**src/hdl/rtoh_pkg.sv**
```systemverilog
package rtoh_pkg;

  // Number of quotient bits each divider produces, one per pipeline stage.
  localparam int unsigned QuoBits = 12;
  // Numerator width of both divisions.
  localparam int unsigned NumBits = 20;

  // One input pixel.
  typedef struct packed {
    logic [7:0] red_in;
    logic [7:0] green_in;
    logic [7:0] blue_in;
  } pixel_t;

  // One converted result.
  typedef struct packed {
    logic [14:0] hue_out;
    logic [7:0]  sat_out;
    logic [7:0]  val_out;
    logic        achromatic;
  } hsv_t;

  // Hue sector, with the red sector split by the sign of its difference.
  typedef enum logic [1:0] {
    SEC_RED_LO = 2'd0,
    SEC_RED_HI = 2'd1,
    SEC_GREEN  = 2'd2,
    SEC_BLUE   = 2'd3
  } sector_e;

  // Classified pixel handed from the front to the divider pipeline.
  typedef struct packed {
    logic [NumBits-1:0] num_h;
    logic [NumBits-1:0] num_s;
    logic [7:0]         den_h;
    logic [7:0]         den_s;
    logic               neg;
    sector_e            sector;
    logic [7:0]         val;
    logic               achro;
  } work_t;

  // Sector offset in Q9.6 degrees.
  function automatic logic [14:0] sector_offset(input sector_e sec);
    logic [14:0] off;
    unique case (sec)
      SEC_RED_LO: off = 15'd0;
      SEC_RED_HI: off = 15'd23040;
      SEC_GREEN:  off = 15'd7680;
      SEC_BLUE:   off = 15'd15360;
      default:    off = 15'd0;
    endcase
    return off;
  endfunction

  // One restoring division step: shift in a numerator bit, subtract if it fits.
  function automatic logic [8:0] div_step(input logic [7:0] rem, input logic nbit,
                                          input logic [7:0] den);
    logic [8:0] t;
    logic [8:0] r;
    t = {rem, nbit};
    if (t >= {1'b0, den}) begin
      r = t - {1'b0, den};
      return {r[7:0], 1'b1};
    end
    return {t[7:0], 1'b0};
  endfunction

endpackage

```
**src/hdl/rtoh_front.sv**
```systemverilog
module rtoh_front import rtoh_pkg::*; (
  input  pixel_t pixel_i,
  output work_t  work_o
);

  logic [7:0] r, g, b, mx, mn, delta, mag;
  logic [8:0] diff;
  logic       neg;
  sector_e    sec;

  // Largest and smallest channel.
  always_comb begin
    r = pixel_i.red_in;
    g = pixel_i.green_in;
    b = pixel_i.blue_in;
    mx = r;
    mn = r;
    if (g > mx) mx = g;
    if (b > mx) mx = b;
    if (g < mn) mn = g;
    if (b < mn) mn = b;
    delta = mx - mn;
  end

  // Sector choice, blue first, then green, then red.
  always_comb begin
    if (b == mx) begin
      diff = {1'b0, r} - {1'b0, g};
      sec  = SEC_BLUE;
    end else if (g == mx) begin
      diff = {1'b0, b} - {1'b0, r};
      sec  = SEC_GREEN;
    end else begin
      diff = {1'b0, g} - {1'b0, b};
      sec  = (g >= b) ? SEC_RED_LO : SEC_RED_HI;
    end
    neg = diff[8];
    mag = neg ? 8'(-diff) : diff[7:0];
  end

  // Numerators: 3840 times the difference, and 255 times delta scaled by 16.
  always_comb begin
    work_o.num_h  = {8'd0, mag, 4'd0} * NumBits'(240);
    work_o.num_s  = ({12'd0, delta} * NumBits'(255)) << 4;
    work_o.den_h  = delta;
    work_o.den_s  = mx;
    work_o.neg    = neg;
    work_o.sector = sec;
    work_o.val    = mx;
    work_o.achro  = (delta == 8'd0);
  end

endmodule

```
**src/hdl/rtoh_fifo.sv**
```systemverilog
module rtoh_fifo import rtoh_pkg::*; (
  input  logic  clk_i,
  input  logic  rst_ni,
  input  logic  push_i,
  input  work_t data_i,
  output logic  full_o,
  output logic  valid_o,
  output work_t data_o
);

  work_t      mem_q [2];
  logic       wr_ptr_q, rd_ptr_q;
  logic [1:0] count_q;
  logic       pop;

  // The back end drains a beat whenever one is present.
  assign pop     = (count_q != 2'd0);
  assign valid_o = pop;
  assign full_o  = (count_q == 2'd2);
  assign data_o  = mem_q[rd_ptr_q];

  // Entry storage.
  always_ff @(posedge clk_i) begin
    if (push_i) mem_q[wr_ptr_q] <= data_i;
  end

  // Pointers and fill count.
  always_ff @(posedge clk_i or negedge rst_ni) begin
    if (!rst_ni) begin
      wr_ptr_q <= 1'b0;
      rd_ptr_q <= 1'b0;
      count_q  <= 2'd0;
    end else begin
      if (push_i) wr_ptr_q <= ~wr_ptr_q;
      if (pop) rd_ptr_q <= ~rd_ptr_q;
      count_q <= count_q + {1'b0, push_i} - {1'b0, pop};
    end
  end

endmodule

```
**src/hdl/rtoh_back.sv**
```systemverilog
module rtoh_back import rtoh_pkg::*; (
  input  logic  clk_i,
  input  logic  rst_ni,
  input  logic  valid_i,
  input  work_t work_i,
  output logic  done_o,
  output hsv_t  result_o
);

  logic                    vld_q   [QuoBits+1];
  logic [7:0]              rem_h_q [QuoBits+1];
  logic [7:0]              rem_s_q [QuoBits+1];
  logic [QuoBits-1:0]      sh_h_q  [QuoBits+1];
  logic [QuoBits-1:0]      sh_s_q  [QuoBits+1];
  logic [QuoBits-1:0]      q_h_q   [QuoBits+1];
  logic [QuoBits-1:0]      q_s_q   [QuoBits+1];
  work_t                   w_q     [QuoBits+1];
  logic [8:0]              st_h    [QuoBits];
  logic [8:0]              st_s    [QuoBits];
  logic                    done_q;
  hsv_t                    res_q;
  logic [14:0]             off, qh;

  // One quotient bit per stage for both divisions.
  always_comb begin
    for (int k = 0; k < QuoBits; k++) begin
      st_h[k] = div_step(rem_h_q[k], sh_h_q[k][QuoBits-1], w_q[k].den_h);
      st_s[k] = div_step(rem_s_q[k], sh_s_q[k][QuoBits-1], w_q[k].den_s);
    end
  end

  // Stage valid bits.
  always_ff @(posedge clk_i or negedge rst_ni) begin
    if (!rst_ni) begin
      for (int k = 0; k <= QuoBits; k++) vld_q[k] <= 1'b0;
    end else begin
      vld_q[0] <= valid_i;
      for (int k = 0; k < QuoBits; k++) vld_q[k+1] <= vld_q[k];
    end
  end

  // Stage payload.
  always_ff @(posedge clk_i) begin
    rem_h_q[0] <= work_i.num_h[NumBits-1:QuoBits];
    rem_s_q[0] <= work_i.num_s[NumBits-1:QuoBits];
    sh_h_q[0]  <= work_i.num_h[QuoBits-1:0];
    sh_s_q[0]  <= work_i.num_s[QuoBits-1:0];
    q_h_q[0]   <= '0;
    q_s_q[0]   <= '0;
    w_q[0]     <= work_i;
    for (int k = 0; k < QuoBits; k++) begin
      rem_h_q[k+1] <= st_h[k][8:1];
      rem_s_q[k+1] <= st_s[k][8:1];
      sh_h_q[k+1]  <= {sh_h_q[k][QuoBits-2:0], 1'b0};
      sh_s_q[k+1]  <= {sh_s_q[k][QuoBits-2:0], 1'b0};
      q_h_q[k+1]   <= {q_h_q[k][QuoBits-2:0], st_h[k][0]};
      q_s_q[k+1]   <= {q_s_q[k][QuoBits-2:0], st_s[k][0]};
      w_q[k+1]     <= w_q[k];
    end
  end

  // Hue from offset and signed quotient; gray input forces zeros.
  always_comb begin
    off = sector_offset(w_q[QuoBits].sector);
    qh  = {3'd0, q_h_q[QuoBits]};
  end

  always_ff @(posedge clk_i) begin
    if (w_q[QuoBits].achro) begin
      res_q.hue_out <= 15'd0;
      res_q.sat_out <= 8'd0;
    end else begin
      res_q.hue_out <= w_q[QuoBits].neg ? (off - qh) : (off + qh);
      res_q.sat_out <= q_s_q[QuoBits][QuoBits-1:4];
    end
    res_q.val_out    <= w_q[QuoBits].val;
    res_q.achromatic <= w_q[QuoBits].achro;
  end

  // Result strobe.
  always_ff @(posedge clk_i or negedge rst_ni) begin
    if (!rst_ni) begin
      done_q <= 1'b0;
    end else begin
      done_q <= vld_q[QuoBits];
    end
  end

  assign done_o   = done_q;
  assign result_o = res_q;

endmodule

```
**src/hdl/rgb_to_hsv_converter.sv**
```systemverilog
// Channel   Direction  Handshake          Payload
// command   in         start / busy       pixel_i  (red, green, blue)
// result    out        done_o strobe      result_o (hue, sat, val, achromatic)
//
// A pixel is taken at each edge with start high and busy low, one per cycle.
// Each result's strobe follows its pixel through the queue slot, a load stage,
// twelve divider stages (one quotient bit each) and the output register.
// Reset clears the queue count and all stage valid bits.
// The receiver cannot stall; the back end takes the queue head every cycle,
// so the two-entry queue never fills and busy stays low.
module rgb_to_hsv_converter import rtoh_pkg::*; (
  input  logic   clk_i,
  input  logic   rst_ni,
  input  logic   start,
  output logic   busy,
  input  pixel_t pixel_i,
  output logic   done_o,
  output hsv_t   result_o
);

  work_t work, head;
  logic  full, head_vld, push;

  assign push = start && !busy;
  assign busy = full;

  // Classify the pixel.
  rtoh_front u_front (
    .pixel_i (pixel_i),
    .work_o  (work)
  );

  // Queue between front and divider.
  rtoh_fifo u_fifo (
    .clk_i   (clk_i),
    .rst_ni  (rst_ni),
    .push_i  (push),
    .data_i  (work),
    .full_o  (full),
    .valid_o (head_vld),
    .data_o  (head)
  );

  // Pipelined divisions and result.
  rtoh_back u_back (
    .clk_i    (clk_i),
    .rst_ni   (rst_ni),
    .valid_i  (head_vld),
    .work_i   (head),
    .done_o   (done_o),
    .result_o (result_o)
  );

endmodule

```
**config.mk**
```make
export PLATFORM = sky130hd
export DESIGN_NAME = rgb_to_hsv_converter
export DESIGN_NICKNAME = d
export VERILOG_FILES = /design/src/hdl/rtoh_pkg.sv /design/src/hdl/rtoh_front.sv /design/src/hdl/rtoh_fifo.sv /design/src/hdl/rtoh_back.sv /design/src/hdl/rgb_to_hsv_converter.sv
export SDC_FILE = /design/constraint.sdc
export NUM_CORES = 1
export LEC_CHECK = 0
export BUFFER_PORTS_ARGS = -buffer_cell sky130_fd_sc_hd__buf_2
export CAP_MARGIN = 20
export CORE_ASPECT_RATIO = 0.75
export CORE_MARGIN = 8
export CORE_UTILIZATION = 35
export DETAILED_ROUTE_END_ITERATION = 16
export PLACE_DENSITY = 0.48
export SYNTH_ARGS = -nofsm -noshare
export SYNTH_HDL_FRONTEND = slang
export SYNTH_SLANG_ARGS = --single-unit
```
**constraint.sdc**
```tcl
create_clock -name clk_i -period 4.5 [get_ports clk_i]
set_clock_uncertainty 0.2 [all_clocks]
set_input_delay 0.9 -clock clk_i [delete_from_list [all_inputs] [get_ports clk_i]]
set_output_delay 0.9 -clock clk_i [all_outputs]
set_load 0.01 [all_outputs]
```
# Yosys cells after proc, flatten, opt, wreduce, memory -nomap -nowiden
# Memories as Yosys holds them, arrays and structs flattened. A register that Yosys moved wholly into a read port is not among the register bits.
# Index checks and enable logic that the tools add are counted.
totals:
  register_bits: 42
  latch_bits: 0
  ram_bits: 1828
  romBits: 0
  inputBits: 27
  output_inout_bits: 34
  elab_cells: 191
  memories: 8
op_classes:
  add_sub_neg: 33
  multipliers: 2
  div_mod_pow: 0
  order_cmp: 29
  eq_ne: 6
  n_shift: 0
  muxes: 86
  bitwise_logic: 2
  n_reduce_logical: 5
memory_table:
  columns: ["memory", "words", "word_bits", "read_ports", "rd_clocked_by_memory_dff", "wr", "line_no", "text"]
  rows:
  - ["u_back.w_q", 13, 68, 13, 0, 13, "rtoh_back.sv:17", "work_t w_q [QuoBits+1];"]
  - ["u_back.q_h_q", 13, 12, 13, 0, 13, "rtoh_back.sv:15", "logic [QuoBits-1:0] q_h_q [QuoBits+1];"]
  - ["u_back.q_s_q", 13, 12, 13, 1, 13, "rtoh_back.sv:16", "logic [QuoBits-1:0] q_s_q [QuoBits+1];"]
  - ["u_back.sh_h_q", 13, 12, 12, 0, 13, "rtoh_back.sv:13", "logic [QuoBits-1:0] sh_h_q [QuoBits+1];"]
  - ["u_back.sh_s_q", 13, 12, 12, 0, 13, "rtoh_back.sv:14", "logic [QuoBits-1:0] sh_s_q [QuoBits+1];"]
  - ["u_fifo.mem_q", 2, 56, 1, 0, 1, "rtoh_fifo.sv:11", "work_t mem_q [2];"]
  - ["+2 memories", null, null, null, null, null, null, null]
op_table:
  columns: ["cell", "n"]
  rows:
  - ["$mux 9", 50]
  - ["$ge 9x8->1", 24]
  - ["$sub 8x8->8", 25]
  - ["$pmux 15 s4", 1]
  - ["$mux 8", 5]
  - ["$mux 1", 27]
  - ["$sub 8x8->9", 3]
  - ["$eq 8x8->1", 2]
  - ["$gt 8x8->1", 2]
  - ["$lt 8x8->1", 2]
  - ["$mul 8x8->16 const B", 1]
  - ["$add 15x12->15", 1]
  - ["$mux 15", 1]
  - ["$sub 15x12->15", 1]
  - ["$mul 8x4->12 const B", 1]
  - ["$ge 8x8->1", 1]
  - ["$logic_not 8->1", 1]
  - ["$neg 8->8", 1]
  - ["$eq 2x2->1 const B", 3]
  - ["$mux 2", 2]
  - ["$add 2x1->2", 1]
  - ["$eq 2x1->1 const B", 1]
  - ["$logic_not 2->1", 1]
  - ["$not 1->1", 2]
  - ["4 further kinds", 4]

# Depth between registers and ports, before layout
logic_depth:
  ltp_word: 10
  depth_mapped: 44
  ltp_nobuf: 42

# Modules after synthesis
# Synthesis repeated with hierarchy kept, for this count alone.
unflattened:
  hier_cells: 3149
  area_unflattened_um2: 36984.2
modules_own_cells:
  columns: ["mod", "instances", "cells_each", "area_each_um2", "seq_area_each_um2"]
  rows:
  - ["rtoh_back", 1, 2155, 25861.1, 15725.1]
  - ["rtoh_front", 1, 767, 5985.7, 0.0]
  - ["rtoh_fifo", 1, 226, 5123.7, 4184.0]
  - ["rgb_to_hsv_converter", 1, 1, 13.8, 0.0]

# Least setup slack after synthesis
# OpenSTA, ideal clock, no wires.
synth_path:
  path_type: "input port to flip-flop"
  startpoint: "input pixel_i[12] in the netlist's numbering"
  endpoint: "memory u_fifo.mem_q[0][43] in the netlist's numbering (data pin)"
  setup_time_ps: 264
  arrival_time_ps: 9600
  required_time_ps: 4036
  setup_slack_ps: -5564
  path_stages: 41
  n_path_buf: 2
  cell_sequence: "inv_1 > ha_1 > a21o_1 > a221o_1 > o22ai_2 > clkbuf_1 > nor2_1 > a21oi_1 > ha_1 > a21o_1 > a21o_1 > a221o_1 > nor3_1 > a21oi_2 > buf_2 > nor2_1 > nor2_1 > ha_1 > (+5 left out) > ha_1 > nand2b_1 > fa_1 > fa_1 > inv_1 > fa_1 > inv_1 > ha_1 > a21o_1 > a21o_1 > and2_1 > o21ai_0 > nand2b_1 > a21oi_1 > o21bai_1 > a21o_1 > a21oi_1 > xnor2_1"
synth_rtl:
  columns: ["item", "line_no", "text"]
  rows:
  - ["from (decl)", "rgb_to_hsv_converter.sv:16", "input pixel_t pixel_i,"]
  - ["to (decl)", "rtoh_fifo.sv:11", null]

==> impl_results.md <==
* Initial Utilization at 35.2%
* Final period utilization at 191%
* Share of cells above drive strength 1 at 24.1%
* Post-synth EDFFs at 94
* Violated checks: setup timing
* FP Rows at 93
* Crit path arrival time at 8.76 ns
* DIE HEIGHT at 270 um
* Largest net degree at the start of global routing at 48
* Status: complete, but fails checks
* Post-Layout Cell Count at 4438
* Syn Area/Cell at 10.9 sq um
* # clock sinks at 740
* Crit end category: flop
* Worst-path maximum fanout at 6
* Diode count at 0
* Most frequent cells after synthesis: 628 x dfxtp_1, 355 x inv_1, 271 x ha_1
* Core Util, Final at 45.0%
* WL per Instance at 13.5 um
* Final RePlAce weighted congestion at 0.859
* Top post-synthesis cells by area: dfxtp_1 42%, ha_1 11%, edfxtp_1 9.4%
* DR iter-0 viols at 804
* Post-Synthesis Cells at 2778
* First-pass GRT wire length at 100000 um
* Width of the die at 355 um
* Residual DRC at 0
* Final setup violation count at 78
* Dpl ws at -4.85 ns
* Global route overflow at 0
* Achievable Freq at 116 MHz
* Mapped Area at 30200 sq um
* Count leader, synth: dfxtp_1
* Detail Placement HPWL at 45300 um
* Final WL at 59700 um
* Max Transition Viols Final at 0
* Post-synth top area cell: dfxtp_1
* 1st-pass router iterations at 5
* Slew headroom at 31.7%
* Clk slew on worst S/H paths at 0.06 ns
* Share of flip-flops with an asynchronous set or reset at 2.43%
* CTS Buf Count at 77
* Fin nets at 3586
* Met2 WL at 26100 um
* Core ar. at 85600 sq um
* Layout area overhead at 27.6%
* Met3 WL at 2150 um
* # port buffers at 60
* Die footprint at 96000 sq um
* Initial antenna violation count at 1
* Min-delay worst type: reg2reg
* Vias at 19700
* CP max-delay cell: fa_1
* Antenna-violating nets left at 0
* Max Used Layer: met4
* Syn_nets at 3128
* Total global routing track utilization at 12.4%
* Synth warn at 0
* CP peak stage delay at 0.53 ns
* H-Tree Depth at 3
* CTS tree: yes
* Flops & latches, synth at 740
* Final hold vios at 0
* Startpoint types: input pin
* Max clock buf depth at 3
* Worst slew pin tran at 1.02 ns
* Max-cap violations at 0
* Most frequent CP cell: a21o_1
* CP required at 4.65 ns
* Clock latency on the worst-skew pair at 0.63 ns
* Netlist cell types at 84
* Post-synthesis sequential area ratio at 52.5%
* Final WS setup at -4.10 ns
* Vias per cell at 4.43
* Fin crit period at 8.60 ns
* Met1 WL at 30100 um
* Root buf cell: clkbuf_16
* Type of the worst setup path: in2reg
* Post-Place Cells at 4219
* RSZ-0062 raised after global routing: true
* I/O pin count at 61
* Synth top area share at 41.7%
* Number of global-route vias before repair at 20300
* Ys flop type: dfxtp_1
[what timing repair did]
| item | 4_1_cts | 5_1_grt |
|---|---|---|
| hold buffers | 1 | 0 |
| endpoints found under the hold margin | 18 | 0 |
| setup endpoints to repair | 76 | 82 |
| pin swaps | 83 | 56 |
| gates resized for setup | 167 | 65 |
| setup buffers | 75 | 36 |
[layer usage]
layer  global-route usage, %  vias up
li1                        -    10200
met1                    17.1     9089
met2                    19.7      269
met3                    2.23       87
met4                    3.77        0
met5                       0        -
[kinds of logic (layout without fill, tap and decap cells)]
| logic type | after synthesis | after routing | synth area share, % |
|---|---|---|---|
| buffers and inverters | 398 | 918 | 5.03 |
| muxes | 64 | 64 | 2.43 |
| DFF | 740 | 740 | 52.5 |
| AOI/OAI and AO/OA | 508 | 508 | 10.6 |
| and+or+nand+nor | 573 | 573 | 9.53 |
| adders and majority gates | 329 | 329 | 14.9 |
| xor gates and xnor gates | 166 | 166 | 5.03 |
[registers in the layout, summed over array words and instances (netlist names)]
name             flops
u_fifo.mem_q        94
u_fifo.count_q       2
u_back.rem_h_q      88
u_fifo.wr_ptr_q      1
u_back.done_o        1
u_back.result_o     32
u_back.q_s_q        68
u_back.w_q         298
u_back.rem_s_q      64
u_back.vld_q        13
u_back.q_h_q        78
u_fifo.rd_ptr_q      1
[cells in the final DEF (no fill, tap or decap), types with 17 or more instances in the layout]
master / instances
nand4_1: 33
o31ai_1: 39
nand2_1: 148
nor2_1: 130
buf_4: 312
o21ai_0: 203
o211a_1: 18
dfrtp_1: 17
xnor2_1: 79
nand2b_1: 59
xor2_1: 59
clkbuf_1: 23
buf_6: 41
or4_1: 18
and2_1: 39
nor2b_1: 65
fa_1: 46
clkbuf_16: 79
dfxtp_1: 628
buf_2: 58
edfxtp_1: 94
a21oi_1: 77
inv_1: 322
mux2_2: 50
a21oi_2: 20
ha_1: 237
ha_4: 33
inv_2: 28
a21o_1: 60
[through the flow]
step / TNS [ns] / hold slack [ns] / instance area, sq um
finish: -173.07 / 0.113 / 38500
CTS: -179.79 / 0.110 / 38200
global placement: -214.05 / 0.110 / 34300
detailed placement: -222.81 / 0.112 / 34300
floorplan: -187.21 / 0.110 / 30600
global route: -188.72 / 0.122 / 38500
[area by class of cell]
class | instances | area (sq um)
repair buffers | 421 | 3250
multi-input cells | 1640 | 14000
well taps | 1140 | 1430
fillers | 7963 | 47100
clock inverters | 24 | 393
inverters | 356 | 1350
flip-flops and latches | 740 | 15800
clock buffers | 117 | 2270
[worst max-delay path, delay by kind of cell]
| kind | cells | cell delay (ns) |
|---|---|---|
| buffers and inverters | 5 | 0.32 |
| AND/OR/NAND/NOR | 6 | 0.81 |
| adder cells (fa/ha/maj) | 8 | 2.88 |
| XOR/XNOR | 2 | 0.29 |
| AO/OA/AOI/OAI | 18 | 3.57 |
[worst paths after layout]
kind                       depth (start not counted)                         from                        endpoint  slack, ns
max                                               39                  pixel_i[14]   u_fifo.mem_q[1][43]$_DFFE_PP_      -4.10
min                                                0   u_back.w_q[2][213]$_DFF_P_        u_back.w_q[3][9]$_DFF_P_       0.11
max reg2reg                                       15  u_back.q_h_q[1][48]$_DFF_P_  u_back.result_o[31]$_SDFF_PP0_       0.86
min reg2reg                                        0   u_back.w_q[2][213]$_DFF_P_        u_back.w_q[3][9]$_DFF_P_       0.11
max in group asynchronous                          2                       rst_ni     u_fifo.rd_ptr_q$_DFFE_PN0P_       3.24
min in group asynchronous                          2                       rst_ni       u_back.vld_q[7]$_DFF_PN0_       0.56
Power is left out: the tool's default activity adds up to more than one toggle a clock period on the data nets, which glitch-free logic cannot reach.
